File: src/rtl/core/sm3_pkg.sv
package sm3_pkg;

   typedef logic [31:0] word_type;

   typedef struct packed {
      logic [31:0] data_word;
      logic [2:0]  byte_count;
      logic        msg_end;
   } req_item_type;

   typedef struct packed {
      logic [31:0] digest_word;
      logic [2:0]  word_index;
      logic        digest_last;
   } rsp_item_type;

   typedef struct packed {
      logic push;
      logic start;
      logic round;
      logic finish;
      logic shift_out;
      logic reinit;
   } ctl_type;

   typedef enum logic [1:0] {
      ST_IDLE,
      ST_COMP,
      ST_PAD,
      ST_OUT
   } state_type;

   localparam word_type T_LOW    = 32'h79cc4519;
   localparam word_type T_HIGH   = 32'h7a879d8a;
   localparam word_type PAD_WORD = 32'h80000000;
   localparam int       ROUNDS   = 64;

   localparam word_type SM3_IV [8] = '{
      32'h7380166f, 32'h4914b2b9, 32'h172442d7, 32'hda8a0600,
      32'ha96f30bc, 32'h163138aa, 32'he38dee4d, 32'hb0fb0e4e
   };

   function automatic word_type rol32(input word_type x, input logic [4:0] n);
      logic [63:0] tmp;
      tmp = {x, x} << n;
      return tmp[63:32];
   endfunction

   function automatic word_type perm0(input word_type x);
      return x ^ rol32(x, 5'd9) ^ rol32(x, 5'd17);
   endfunction

   function automatic word_type perm1(input word_type x);
      return x ^ rol32(x, 5'd15) ^ rol32(x, 5'd23);
   endfunction

   function automatic word_type round_const(input logic [5:0] j);
      word_type t;
      t = (j[5:4] == 2'd0) ? T_LOW : T_HIGH;
      return rol32(t, j[4:0]);
   endfunction

endpackage

File: src/rtl/core/sm3_sched.sv
module sm3_sched (
   input  logic              clock,
   input  sm3_pkg::ctl_type  ctl,
   input  sm3_pkg::word_type push_word,
   output sm3_pkg::word_type w_cur,
   output sm3_pkg::word_type wp_cur
);
   import sm3_pkg::*;

   word_type win_ff [16];
   word_type win_in [16];
   word_type expand;

   always_comb begin
      expand = perm1(win_ff[0] ^ win_ff[7] ^ rol32(win_ff[13], 5'd15))
             ^ rol32(win_ff[3], 5'd7) ^ win_ff[10];
      for (int i = 0; i < 16; i++) begin
         win_in[i] = win_ff[i];
      end
      if (ctl.push || ctl.round) begin
         for (int i = 0; i < 15; i++) begin
            win_in[i] = win_ff[i + 1];
         end
         win_in[15] = ctl.push ? push_word : expand;
      end
   end

   always_ff @(posedge clock) begin
      for (int i = 0; i < 16; i++) begin
         win_ff[i] <= win_in[i];
      end
   end

   assign w_cur  = win_ff[0];
   assign wp_cur = win_ff[0] ^ win_ff[4];

endmodule

File: src/rtl/core/sm3_comp.sv
module sm3_comp (
   input  logic              clock,
   input  logic              reset,
   input  sm3_pkg::ctl_type  ctl,
   input  logic [5:0]        round_idx,
   input  sm3_pkg::word_type w_cur,
   input  sm3_pkg::word_type wp_cur,
   output sm3_pkg::word_type chain_word
);
   import sm3_pkg::*;

   word_type v_ff [8];
   word_type v_in [8];
   word_type nxt [8];
   word_type chain_ff [8];
   word_type chain_in [8];
   word_type a12, ss1, ss2, ffv, ggv, tt1, tt2;
   logic     early;

   always_comb begin
      early = (round_idx[5:4] == 2'd0);
      a12   = rol32(v_ff[0], 5'd12);
      ss1   = rol32(a12 + v_ff[4] + round_const(round_idx), 5'd7);
      ss2   = ss1 ^ a12;
      ffv   = early ? (v_ff[0] ^ v_ff[1] ^ v_ff[2])
                    : ((v_ff[0] & v_ff[1]) | (v_ff[0] & v_ff[2]) | (v_ff[1] & v_ff[2]));
      ggv   = early ? (v_ff[4] ^ v_ff[5] ^ v_ff[6])
                    : ((v_ff[4] & v_ff[5]) | (~v_ff[4] & v_ff[6]));
      tt1   = ffv + v_ff[3] + ss2 + wp_cur;
      tt2   = ggv + v_ff[7] + ss1 + w_cur;
      nxt[0] = tt1;
      nxt[1] = v_ff[0];
      nxt[2] = rol32(v_ff[1], 5'd9);
      nxt[3] = v_ff[2];
      nxt[4] = perm0(tt2);
      nxt[5] = v_ff[4];
      nxt[6] = rol32(v_ff[5], 5'd19);
      nxt[7] = v_ff[6];

      for (int i = 0; i < 8; i++) begin
         v_in[i]     = v_ff[i];
         chain_in[i] = chain_ff[i];
      end
      if (ctl.start) begin
         for (int i = 0; i < 8; i++) begin
            v_in[i] = chain_ff[i];
         end
      end else if (ctl.round) begin
         for (int i = 0; i < 8; i++) begin
            v_in[i] = nxt[i];
         end
      end
      if (ctl.reinit) begin
         for (int i = 0; i < 8; i++) begin
            chain_in[i] = SM3_IV[i];
         end
      end else if (ctl.finish) begin
         for (int i = 0; i < 8; i++) begin
            chain_in[i] = chain_ff[i] ^ nxt[i];
         end
      end else if (ctl.shift_out) begin
         for (int i = 0; i < 7; i++) begin
            chain_in[i] = chain_ff[i + 1];
         end
         chain_in[7] = chain_ff[0];
      end
   end

   always_ff @(posedge clock) begin
      for (int i = 0; i < 8; i++) begin
         v_ff[i] <= v_in[i];
      end
   end

   always_ff @(posedge clock) begin
      if (reset) begin
         for (int i = 0; i < 8; i++) begin
            chain_ff[i] <= SM3_IV[i];
         end
      end else begin
         for (int i = 0; i < 8; i++) begin
            chain_ff[i] <= chain_in[i];
         end
      end
   end

   assign chain_word = chain_ff[0];

endmodule

File: src/rtl/core/sm3_hash_engine.sv
// SM3 hash engine with a 256-bit digest.
// The request channel carries one message word per item, first byte in bits
// 31..24. The final word of a message has msg_end set and byte_count giving
// its valid bytes from the high end, zero to four.
// A word that does not complete a 16-word block is taken without a stall. The
// word that completes a block starts the compression, which runs one round
// per cycle on a single shared round unit; no new word is taken until the
// compression of the block is through.
// After the final word the engine pushes padding and the bit length at one
// word per cycle outside of compression and compresses one or two more
// blocks. The eight digest words then leave on the response channel, most
// significant first, with digest_last on the eighth.
// The request stall is high during each compression and, after
// the final word, until the last digest word is taken. A stalled response
// holds its item; the engine waits.
// Reset loads the initial vector and clears the length and word position;
// the block is ready in the cycle after reset falls.
module sm3_hash_engine (
   input  logic                  clock,
   input  logic                  reset,
   input  logic                  req_valid,
   output logic                  req_stall,
   input  sm3_pkg::req_item_type req_item,
   output logic                  rsp_valid,
   input  logic                  rsp_stall,
   output sm3_pkg::rsp_item_type rsp_item
);
   import sm3_pkg::*;

   state_type   state_ff, state_in;
   logic [3:0]  pos_ff, pos_in;
   logic [60:0] len_ff, len_in;
   logic [5:0]  round_ff, round_in;
   logic [2:0]  idx_ff, idx_in;
   logic        fin_ff, fin_in;
   logic        extra_ff, extra_in;
   logic        hi_ff, hi_in;
   logic        done_ff, done_in;
   ctl_type     ctl;
   word_type    push_word;
   word_type    w_cur, wp_cur, chain_word;
   logic [2:0]  cnt;
   word_type    keep_mask, pad_bits;

   always_comb begin
      cnt = (req_item.byte_count > 3'd4) ? 3'd4 : req_item.byte_count;
      case (cnt)
         3'd0: begin
            keep_mask = 32'h00000000;
            pad_bits  = 32'h80000000;
         end
         3'd1: begin
            keep_mask = 32'hff000000;
            pad_bits  = 32'h00800000;
         end
         3'd2: begin
            keep_mask = 32'hffff0000;
            pad_bits  = 32'h00008000;
         end
         3'd3: begin
            keep_mask = 32'hffffff00;
            pad_bits  = 32'h00000080;
         end
         default: begin
            keep_mask = 32'hffffffff;
            pad_bits  = 32'h00000000;
         end
      endcase
   end

   always_comb begin
      state_in  = state_ff;
      len_in    = len_ff;
      round_in  = round_ff;
      idx_in    = idx_ff;
      fin_in    = fin_ff;
      extra_in  = extra_ff;
      hi_in     = hi_ff;
      done_in   = done_ff;
      ctl       = '0;
      push_word = req_item.data_word;
      req_stall = 1'b1;
      rsp_valid = 1'b0;

      case (state_ff)
         ST_IDLE: begin
            req_stall = 1'b0;
            if (req_valid) begin
               ctl.push = 1'b1;
               if (!req_item.msg_end) begin
                  len_in = len_ff + 61'd4;
               end else begin
                  len_in    = len_ff + 61'(cnt);
                  push_word = (req_item.data_word & keep_mask) | pad_bits;
                  extra_in  = (cnt == 3'd4);
                  fin_in    = 1'b1;
                  hi_in     = 1'b0;
                  done_in   = 1'b0;
               end
               if (pos_ff == 4'd15) begin
                  ctl.start = 1'b1;
                  round_in  = '0;
                  state_in  = ST_COMP;
               end else if (req_item.msg_end) begin
                  state_in = ST_PAD;
               end
            end
         end
         ST_PAD: begin
            ctl.push = 1'b1;
            if (extra_ff) begin
               push_word = PAD_WORD;
               extra_in  = 1'b0;
            end else if (hi_ff) begin
               push_word = {len_ff[28:0], 3'b000};
               done_in   = 1'b1;
            end else if (pos_ff == 4'd14) begin
               push_word = len_ff[60:29];
               hi_in     = 1'b1;
            end else begin
               push_word = '0;
            end
            if (pos_ff == 4'd15) begin
               ctl.start = 1'b1;
               round_in  = '0;
               state_in  = ST_COMP;
            end
         end
         ST_COMP: begin
            ctl.round = 1'b1;
            round_in  = round_ff + 6'd1;
            if (round_ff == 6'(ROUNDS - 1)) begin
               ctl.finish = 1'b1;
               if (done_ff) begin
                  idx_in   = '0;
                  state_in = ST_OUT;
               end else if (fin_ff) begin
                  state_in = ST_PAD;
               end else begin
                  state_in = ST_IDLE;
               end
            end
         end
         ST_OUT: begin
            rsp_valid = 1'b1;
            if (!rsp_stall) begin
               ctl.shift_out = 1'b1;
               idx_in        = idx_ff + 3'd1;
               if (idx_ff == 3'd7) begin
                  ctl.reinit = 1'b1;
                  len_in     = '0;
                  fin_in     = 1'b0;
                  hi_in      = 1'b0;
                  done_in    = 1'b0;
                  extra_in   = 1'b0;
                  state_in   = ST_IDLE;
               end
            end
         end
         default: begin
            state_in = ST_IDLE;
         end
      endcase

      pos_in = ctl.push ? pos_ff + 4'd1 : pos_ff;
   end

   always_ff @(posedge clock) begin
      if (reset) begin
         state_ff <= ST_IDLE;
         pos_ff   <= '0;
         len_ff   <= '0;
         round_ff <= '0;
         idx_ff   <= '0;
         fin_ff   <= 1'b0;
         extra_ff <= 1'b0;
         hi_ff    <= 1'b0;
         done_ff  <= 1'b0;
      end else begin
         state_ff <= state_in;
         pos_ff   <= pos_in;
         len_ff   <= len_in;
         round_ff <= round_in;
         idx_ff   <= idx_in;
         fin_ff   <= fin_in;
         extra_ff <= extra_in;
         hi_ff    <= hi_in;
         done_ff  <= done_in;
      end
   end

   sm3_sched u_sched (
      .clock     (clock),
      .ctl       (ctl),
      .push_word (push_word),
      .w_cur     (w_cur),
      .wp_cur    (wp_cur)
   );

   sm3_comp u_comp (
      .clock      (clock),
      .reset      (reset),
      .ctl        (ctl),
      .round_idx  (round_ff),
      .w_cur      (w_cur),
      .wp_cur     (wp_cur),
      .chain_word (chain_word)
   );

   assign rsp_item.digest_word = chain_word;
   assign rsp_item.word_index  = idx_ff;
   assign rsp_item.digest_last = (idx_ff == 3'd7);

endmodule

File: config.mk
export PLATFORM = sky130hd
export DESIGN_NAME = sm3_hash_engine
export DESIGN_NICKNAME = d
export VERILOG_FILES = /design/src/rtl/core/sm3_pkg.sv /design/src/rtl/core/sm3_sched.sv /design/src/rtl/core/sm3_comp.sv /design/src/rtl/core/sm3_hash_engine.sv
export SDC_FILE = /design/constraint.sdc
export NUM_CORES = 2
export LEC_CHECK = 0
export BUFFER_PORTS_ARGS = -buffer_cell sky130_fd_sc_hd__clkbuf_2
export CORE_MARGIN = 2
export CORE_UTILIZATION = 40
export CTS_CLUSTER_SIZE = 16
export DETAILED_ROUTE_END_ITERATION = 7
export GPL_TIMING_DRIVEN = 0
export PLACE_DENSITY = 0.56
export SLEW_MARGIN = 20
export SYNTH_ARGS = -nofsm -noshare
export SYNTH_HDL_FRONTEND = slang
export SYNTH_SLANG_ARGS = --single-unit
File: constraint.sdc
create_clock -name clock -period 27.4 [get_ports clock]
set_input_delay 2.74 -clock clock [delete_from_list [all_inputs] [get_ports clock]]
set_output_delay 2.74 -clock clock [all_outputs]
set_load 0.005 [all_outputs]
## Word level (Yosys, flattened, before mapping)

Memory sizes are Yosys's and may differ from the RTL's.
Index checks and enable logic that the tools add are counted.

| cells by class | value |
|---|---|
| shifts and indexed selects | 1 |
| equal/unequal tests | 21 |
| $lt $le $gt $ge | 1 |
| reduce and logical (&&, ||, !) cells | 16 |
| add/subtract/negate cells | 13 |
| mux-type cells | 79 |
| bitwise logic cells | 41 |

Operators with widths:

| cell | number |
|---|---|
| 256-bit two-way mux | 5 |
| 32-bit XOR | 22 |
| 32-bit two-way mux | 16 |
| 512-bit two-way mux | 1 |
| 32-bit adder | 8 |
| 32-bit case mux with 4 select lines | 2 |
| 61-bit two-way mux | 4 |
| 32-bit AND | 6 |
| 32-bit OR | 4 |
| 61-bit case mux with 2 select lines | 1 |
| 32-bit case mux with 2 select lines | 1 |
| 64-bit by 5-bit << shifter with 64-bit output | 1 |
| 61-bit by 3-bit adder with 61-bit output | 1 |
| 61-bit by 3-bit adder with 61-bit output, second input constant | 1 |
| 32-bit NOT | 1 |
| 2-bit two-way mux | 13 |
| 26-bit two-way mux | 1 |
| 1-bit two-way mux | 21 |
| 2-bit != test, second input constant | 9 |
| 6-bit case mux with 3 select lines | 1 |
| 3-bit two-way mux | 4 |
| 6-bit two-way mux | 2 |
| 6-bit AND reduction | 2 |
| 5-bit AND reduction | 2 |
| 26 further kinds | 43 |

| storage, ports and cells | value |
|---|---|
| bits in registers | 80 |
| memories kept | 3 |
| input bits | 40 |
| memory bits (writable) | 1024 |
| output and inout port bits | 38 |
| word-level logic and storage cells | 184 |

Memory list:

| memory | words | bits a word | read ports | clocked after Yosys merged registers in | wr ports | line | text |
|---|---|---|---|---|---|---|---|
| u_sched.win_ff | 16 | 32 | 16 | 0 | 16 | sm3_sched.sv:10 | `word_type win_ff [16];` |
| u_comp.chain_ff | 8 | 32 | 8 | 0 | 8 | sm3_comp.sv:15 | `word_type chain_ff [8];` |
| u_comp.v_ff | 8 | 32 | 8 | 0 | 8 | sm3_comp.sv:12 | `word_type v_ff [8];` |

## Logic depth before layout (Yosys ltp)

An unclocked memory read counts as a cell.

| logic depth | value |
|---|---|
| depth after elaboration | 14 |
| mapped depth | 44 |
| gate-level depth less buffers | 40 |

## By module

A second synthesis with hierarchy kept.

| unflattened totals | value |
|---|---|
| cell total of the unflattened synthesis | 5536 |
| area total of the unflattened synthesis | 59385.7 µm² |

Modules (own cells, without submodules):

| module | instances | area each (µm²) | cells an instance |
|---|---|---|---|
| sm3_comp | 1 | 36262.3 | 4061 |
| sm3_sched | 1 | 18071.1 | 808 |
| sm3_hash_engine | 1 | 5052.3 | 667 |

## Worst setup path after synthesis

Ideal clock, no wire load.

| path | value |
|---|---|
| kind | input to register |
| start point | in req_valid |
| end point | mem u_sched.win_ff[0][0] in the netlist's numbering, enable pin |
| cell stages on the path | 3 |
| arrival time | 14758 ps |
| path buffers | 1 |
| slack | 11671 ps |
| cell sequence | clkbuf_1 > a21oi_1 > nand2b_1 |

RTL lines:

| what | line | text |
|---|---|---|
| start: declaration | sm3_hash_engine.sv:21 | `input logic req_valid,` |
| end: declaration | sm3_sched.sv:10 |  |

==> results.cfg <==
[drt]
drtAntennaViolNets = 0
drt_iter0_markers = 7373
wirelength_mm = 260
wl_per_cell_um = 32.4
vias_per_cell = 6.00
drt_pass1_iterations = 8
drc = 1
routed-via-count = 48100

[clock_network]
cts_made_buffers = 121
cts_resized = 0
clk_pin_slew_worst_paths_ns = 0.07
cts_max_level = 3
postCtsSetupBuffers = 0
cts_tree = done
holdBufCountCts = 0
clk_latency_ns = 0.82
cts_sinks = 1104
cts_root_buffer = clkbuf_16
cts_buffer_depth = 3

[critical_path]
cp.arrival_ns = 15.50
critical_path.top_delay_family = compound AO/OA/AOI/OAI gates
critPathMaxFanout = 13
path_class = reg -> reg
cpMaxStageDelayCell = clkbuf_1
rrSetupSlack_ns = 12.57
path_buf_inv = 8
required_ns = 28.07
crit_top_cell = fa_1
cpPeakStageDelay_ns = 0.81
crit_path_start_kind = flip-flop
end_kind = flip-flop

[global_route]
grt-ovfl-total = 0
antenna_found_initial = 20
grt_use_total_pct = 34.4
grt_pass1_vias = 43700
grt_pass1_wl_mm = 353
grt_start_max_net_pins = 60

[timing]
setup_viol = 0
tns_ns = 0
rsz0062_at_grt = no
hold_viol_final = 0
worstMarginPinSlew_ns = 1.29
min_period_over_period_pct = 54.1
slew_violations = 0
slew_headroom_pct = 12.8
fmax_ghz = 0.0674
fin_crit_ns = 14.83
fin_skew_ns = 0.105

[placed_design]
dp_hpwl_mm = 203
gp_congestion = 1.07
numPortBuffers = 76

[synth]
synth_cell_types = 79
ys_seq_elements = 1104
synth_flop_cell = edfxtp_1
synth_nets = 6096
synth_cells = 5756
yosysWarnings = 0
synth_area_per_cell_um2 = 10.2
synth_common_cells = 1,031 x nand2_1, 768 x edfxtp_1, 555 x nor2_1
yosysTopAreaCell = edfxtp_1
synth_edf_count = 768
synth_area_mm2 = 0.0585
synth.top_cell.area_share_pct = 39.4
yosysMostFrequentCell = nand2_1
synthArstFlopShare_pct = 0
synthTopCellsByArea = edfxtp_1 39%, dfxtp_1 12%, nand2_1 6.6%, fa_1 6.5%, xnor2_1 4.9%
yosysSeqAreaShare_pct = 50.9

[outcome]
violations = DRC
status = finished, violations left

[die]
die_w_um = 386
start_util_pct = 40.2
die_h_um = 386
fp.dieArea_mm2 = 0.149
rows = 140
core_area_mm2 = 0.145
io_pins = 78

[job]
drv_cap = 0

[final_layout]
area_growth_pct = 12.8
nets = 6317
layout-drive-gt1-share_pct = 6.33

[min_path]
hold_class = reg -> reg
## layout make-up
type	count	area [um2]
Clock inverter	70	875
Tap cell	1917	2400
Clock buffer	162	3290
Inverter	263	987
Timing Repair Buffer	98	846
Buffer	341	1420
Fill cell	13900	79400
Antenna cell	6	15.0
Multi-Input combinational cell	4048	26400
Sequential cell	1104	29800
## flip-flops by register name, summed over array words and instances (netlist names), 2 cells and up
signal	cells
state_ff	2
u_comp.v_ff	256
pos_ff	4
u_sched.win_ff	512
u_comp.chain_ff	256
idx_ff	3
round_ff	6
len_ff	61
## metal layers
metal  wire length [um]  share of wire (%)  global-route usage (%)
met5                114              0.044                       0
met4              16900                6.5                    18.4
met3              29700                 11                    9.32
met2             108000                 42                    49.5
met1             105000                 41                    47.1
## logic make-up after synthesis
| logic type | after synthesis | share of synthesized area [%] |
|---|---|---|
| buf+inv | 604 | 4.10 |
| fa+ha+maj | 301 | 8.86 |
| simple gates | 2122 | 15.6 |
| flops | 1104 | 50.9 |
| compound gates | 1075 | 11.9 |
| mux | 79 | 1.43 |
| xor+xnor | 471 | 7.13 |
## cells in the final DEF, fill, tap and decap left out, types with 111 or more instances in the layout
cell type	netlist	layout
xnor2_1	327	324
dfxtp_1	336	336
clkbuf_1	270	298
a21oi_1	254	253
nand3_1	189	189
inv_1	260	260
nor2_1	555	555
clkbuf_16	0	122
edfxtp_1	768	768
fa_1	189	189
nand2_1	1031	1031
xor2_1	141	141
o21ai_0	335	335
ha_1	111	111
a221oi_1	135	134
## through the flow
step | utilization (%) | instance area, um2 | worst slack (ns) | hold slack [ns] | cells
after floorplan | - | 58500 | 11.67 | 0.400 | 5756
after global placement | 42.1 | 61300 | 6.04 | 0.400 | 7749
after detailed placement | 42.5 | 61800 | 13.15 | 0.405 | 7771
after CTS | 45.4 | 66000 | 13.08 | 0.408 | 8003
after global routing | 45.4 | 66000 | 12.35 | 0.416 | 8004
final | 45.4 | 66000 | 12.57 | 0.408 | 8009
## path summary, 6_finish.rpt
kind	startpoint	cells after the start	endpoint
max	round_ff[4]	43	u_comp.chain_ff[0][31]
min	u_sched.win_ff[14][24]	0	u_sched.win_ff[13][24]
max reg2reg	round_ff[4]	43	u_comp.chain_ff[0][31]
min reg2reg	u_sched.win_ff[14][24]	0	u_sched.win_ff[13][24]
Power is not shown: default switching activity piles up to over one toggle a cycle in this logic, so the estimate is an artifact.
